### config.mk
export PLATFORM = sky130hd
export DESIGN_NAME = tfrpc_first_hit
export DESIGN_NICKNAME = d
export VERILOG_FILES = /design/src/design/tfrpc_pkg.sv /design/src/design/tfrpc_first_hit.sv
export SDC_FILE = /design/constraint.sdc
export NUM_CORES = 1
export LEC_CHECK = 0
export BUFFER_PORTS_ARGS = -buffer_cell sky130_fd_sc_hd__buf_4
export CAP_MARGIN = 30
export CORE_AREA = 2 2 56 58
export CTS_BUF_LIST = sky130_fd_sc_hd__clkbuf_8
export DETAILED_ROUTE_END_ITERATION = 10
export DIE_AREA = 0 0 58 60
export PLACE_DENSITY_LB_ADDON = 0.1
export SLEW_MARGIN = 40
export SYNTH_ARGS = -nofsm -noshare
export SYNTH_HDL_FRONTEND = slang
export SYNTH_SLANG_ARGS = --single-unit
### constraint.sdc
create_clock -name clock -period 2.1 [get_ports clock]
set_input_delay 0.105 -clock clock [delete_from_list [all_inputs] [get_ports clock]]
set_output_delay 0.105 -clock clock [all_outputs]
set_load 0.02 [all_outputs]
### src/design/tfrpc_pkg.sv
// shared constants and types for the range packet classifier
`timescale 1ns / 1ps
package tfrpc_pkg;
   localparam int MAX_RULES_DEF = 64;
   localparam int NUM_FIELDS = 10;
   localparam int FIELD_W = 32;
   localparam logic [31:0] WILDCARD_HIGH = 32'hFFFF_FFFF;

   localparam logic [2:0] OP_CLASSIFY = 3'd0;
   localparam logic [2:0] OP_STAGE    = 3'd1;
   localparam logic [2:0] OP_INSERT   = 3'd2;
   localparam logic [2:0] OP_REMOVE   = 3'd3;
   localparam logic [2:0] OP_CLEAR    = 3'd4;

   localparam logic [1:0] ST_OK    = 2'd0;
   localparam logic [1:0] ST_RANGE = 2'd1;
   localparam logic [1:0] ST_FULL  = 2'd2;

   typedef logic [NUM_FIELDS-1:0][FIELD_W-1:0] bounds_type;

   // per-cycle command shared by all cells
   typedef struct packed {
      logic load;    // write staged rule at target
      logic shup;    // cells above target take left neighbor
      logic shdn;    // cells at or above target take right neighbor
   } cell_cmd_type;
endpackage

### src/design/tfrpc_first_hit.sv
// registered priority search over the cell hit vector, cut in two levels
`timescale 1ns / 1ps
module tfrpc_first_hit #(
   parameter int MAX_RULES = tfrpc_pkg::MAX_RULES_DEF
) (
   input  logic                          clock,
   input  logic [MAX_RULES-1:0]          hits,
   output logic                          found,
   output logic [$clog2(MAX_RULES+1)-1:0] index
);
   localparam int IW = $clog2(MAX_RULES+1);
   localparam int GS = 16;
   localparam int NG = (MAX_RULES + GS - 1) / GS;
   localparam int GW = (NG > 1) ? $clog2(NG) : 1;
   logic [NG-1:0]                any_ff;
   logic [NG-1:0][3:0]           sub_ff;

   always_ff @(posedge clock) begin
      for (int g = 0; g < NG; g++) begin
         any_ff[g] <= 1'b0;
         sub_ff[g] <= 4'd0;
         for (int b = GS - 1; b >= 0; b--) begin
            if (g * GS + b < MAX_RULES && hits[g * GS + b]) begin
               any_ff[g] <= 1'b1;
               sub_ff[g] <= 4'(b);
            end
         end
      end
   end

   always_comb begin
      found = 1'b0;
      index = '0;
      for (int g = NG - 1; g >= 0; g--) begin
         if (any_ff[g]) begin
            found = 1'b1;
            index = IW'({GW'(g), sub_ff[g]});
         end
      end
   end
endmodule

After elaboration in Yosys (flattened, before gate mapping)
Index checks and enable logic that the tools add are counted.

Register bits: 20. Bits of input ports: 65. Logic and storage cells: 108.

Multiplexer cells: 72. Reduce and logical (&&, ||, !) cells: 16.

Operators by type and width (number): two-way mux 4 bit (32); OR reduction 15 bit (4); two-way mux 3 bit (16); OR reduction 8 bit (4); two-way mux 7 bit (3); two-way mux 2 bit (8); OR reduction 4 bit (4); two-way mux 1 bit (12); OR reduction 2 bit (4); two-way mux 6 bit (1).

Depth between registers and ports, before layout
Word-level depth: 15. Mapped depth: 5. Gate-level depth less buffers: 4.

Least setup slack after synthesis
No wires, ideal clock.

Kind: flip-flop to output port. Start point: register any_ff[2]. End point: output index[1]. Arrival: 1.027 ns. Setup slack: 0.968 ns. Cell stages (with the launch flop): 5. Path buffers: 0. Path through: dfxtp_1 > nor2b_2 > a221o_1 > o21ai_1 > o21ai_1.

Cells in the longest elaborated chain, start to end: 3.

RTL lines: start, declared (line tfrpc_first_hit.sv:15) `logic [NG-1:0] any_ff;`; start signal, assigned by index (line tfrpc_first_hit.sv:20) `any_ff[g] <= 1'b0;`; start signal, assigned by index (line tfrpc_first_hit.sv:24) `any_ff[g] <= 1'b1;`; two-way mux 7 bit (3 in series) (line tfrpc_first_hit.sv:35) `if (any_ff[g]) begin`; end, declared (line tfrpc_first_hit.sv:9) `output logic [$clog2(MAX_RULES+1)-1:0] index`.

Every way passes these cells.

Final worst setup path
Start point: register any_ff[2]. End point: output index[2].

Same word-level chain as after synthesis.

==> results.md <==
* Met3 Use GR at 4.762%
* Initial antenna violation count at 0
* Ant. Diodes at 0
* DIE WIDTH at 58 µm
* Routed vias at 1460
* Hold Crit Class: in -> reg
* Row cnt at 20
* GRT met2 Usage at 27.92%
* Post-synth cell types at 24
* Required time worst endpoint at 2.00 ns
* Syn_nets at 246
* GR peak layer: met2
* Die area at 3480 µm²
* Largest net degree at the start of global routing at 12
* CTS resizes at 0
* Port buffer count at 71
* CTS Hold Buffers Added at 0
* Area delta synth->final at 48.20%
* Storage cell area at 400.4 µm²
* Critical path type: reg -> out
* Startpoint types: register
* Yosys reg bits at 20
* Fill count at 295
* Final Critical Period at 1.503 ns
* WHS Path Cells at 2
* Area of the multi-input gates at 775.7 µm²
* Largest area contributor in the netlist: dfxtp_1
* Clk pin slew, worst setup/hold paths at 0.07 ns
* CTS root buf: clkbuf_8
* Core Region at 2903 µm²
* Number of warnings issued by yosys at 0
* Final Util at 63.88%
* Die span in y at 60 µm
* DRT iter0 DRCs at 47
* Static Leakage at 0.8339 nW
* Max-Cap Viols at 0
* Clock tree from TritonCTS: done
* Synth top area cells: dfxtp_1, nor2_1, nand2_1, a21oi_1, nor4_2
* Total track usage at 17.76%
* Nets@finish at 319
* WHS at 0.05087 ns
* Synth top area share at 32.00%
* Routability Congestion at 0.7883
* CP startpoint: any_ff[2]
* Most frequent cells in the layout: buf_4, nor2_1, nand2_1, dfxtp_1, a21oi_1
* First-pass GRT wire length at 4905 µm
* Setup Buffers After CTS at 0
* Critical Path AT at 1.40 ns
* Clock buffer depth at 2
* Period utilization at 71.57%
* CP endpoint: index[2]
* Routed wire length at 2888 µm
* Vias per std cell at 5.105
* Post-DP HPWL at 2560 µm
* Final Hold Violating Endpoints at 0
* DRC Markers at 0
* Post-route ant nets at 0
* Worst Path Max Fanout at 7
* Sink Count at 20
* Cell Area, Synth at 1251 µm²
* Max VDD drop at 0.0006129 V
* Total clock buffers created by CTS at 3
* Mean Syn Cell Area at 6.913 µm²
* Final setup violation count at 0
* Ratio of cells with drive above 1 in the final layout at 32.81%
* Fmax at 665.4 MHz
* Initial Util at 43.10%
* Crit. End Element: output port
* Number of global-route vias before repair at 1217
* Drt wl/cell at 10.10 µm
* TritonRoute pass-1 iters at 6
* Outcome: completed
* RSZ-0062 raised after global routing: no
* Final TNS setup at 0 ns
* Sequential-to-total area share from yosys stat at 32.00%
* Met1 usage at 24.90%
* Pins over their slew limit at 0
* Most common cell after layout, fill and taps aside: buf_4
* I/O pins at 73
* Power density cells at 473.8 nW/µm²
* H-tree Lvls at 1
* Cell count after synthesis at 181
* GRT overflow at 0
==> cells in the mapped netlist, drive strengths merged <==
cell	count
nor2	34
nand2	25
dfxtp	20
a21oi	17
o21ai	17
inv	13
nor3	10
nor4	5
a31oi	4
nand2b	4
nand4	4
nor3b	4
o22ai	4
o311a	4
o31ai	4
a221o	3
buf	3
nand3	3
and3	1
conb	1
nor2b	1
==> per-stage QoR <==
step / instance area (µm²) / setup slack [ns] / instances / total power, mW
2_1_floorplan: 1251 / 0.9684 / 181 / 0.4781
3_3_place_gp: 1799 / 0.9031 / 282 / 0.6127
3_5_place_dp: 1799 / 0.8682 / 282 / 0.6142
4_1_cts: 1854 / 0.5945 / 286 / 0.8884
5_1_grt: 1854 / 0.4868 / 286 / 0.9373
6_report: 1854 / 0.5971 / 286 / 0.8786
==> registers in the layout (all words and copies together) (netlist names) <==
name and cells:
any_ff 4, sub_ff 16
==> routing by layer <==
layer / wire length [µm] / vias up
met5: 0 / -
met4: 0 / 0
met3: 184 / 0
met2: 1330 / 37
met1: 1374 / 635
li1: - / 788
==> critical path: stages, from the launching register on <==
cell and delay (ns):
dfxtp_1 0.44, nor2b_2 0.09, a221o_1 0.31, o21ai_1 0.08, o21ai_1 0.07, buf_4 0.17
==> where the power goes <==
part	internal (mW)	leakage, nW	switching [mW]	total [mW]
clock	0.166	0.0288	0.108	0.274
combinational	0.115	0.641	0.0919	0.207
sequential	0.393	0.164	0.00476	0.398
total	0.674	0.834	0.204	0.879
==> worst min-delay path by stage <==
stage	end	startpoint
floorplan	sub_ff[0]	hits[0]
global placement	sub_ff[12]	hits[48]
detailed placement	sub_ff[12]	hits[48]
CTS	sub_ff[0]	hits[0]
global route	sub_ff[8]	hits[32]
finish	sub_ff[4]	hits[16]
==> cell type report <==
cell class,instances,area share (%)
inverters,13,2.632
clock buffers,4,2.969
well taps,33,2.227
flip-flops and latches,20,21.59
multi-input cells,145,41.84
repair buffers,71,28.74
==> kinds of logic (layout without fill, tap and decap cells) <==
logic type             after synthesis  count (layout)  share of synthesized area (%)
flip-flops                          20              20                          32.00
AO/OA/AOI/OAI                       53              53                          26.20
buffers and inverters               16              88                          6.000
AND/OR/NAND/NOR                     91              91                          35.50
other                                1               1                         0.2997
(Power assumes the default switching activity.)
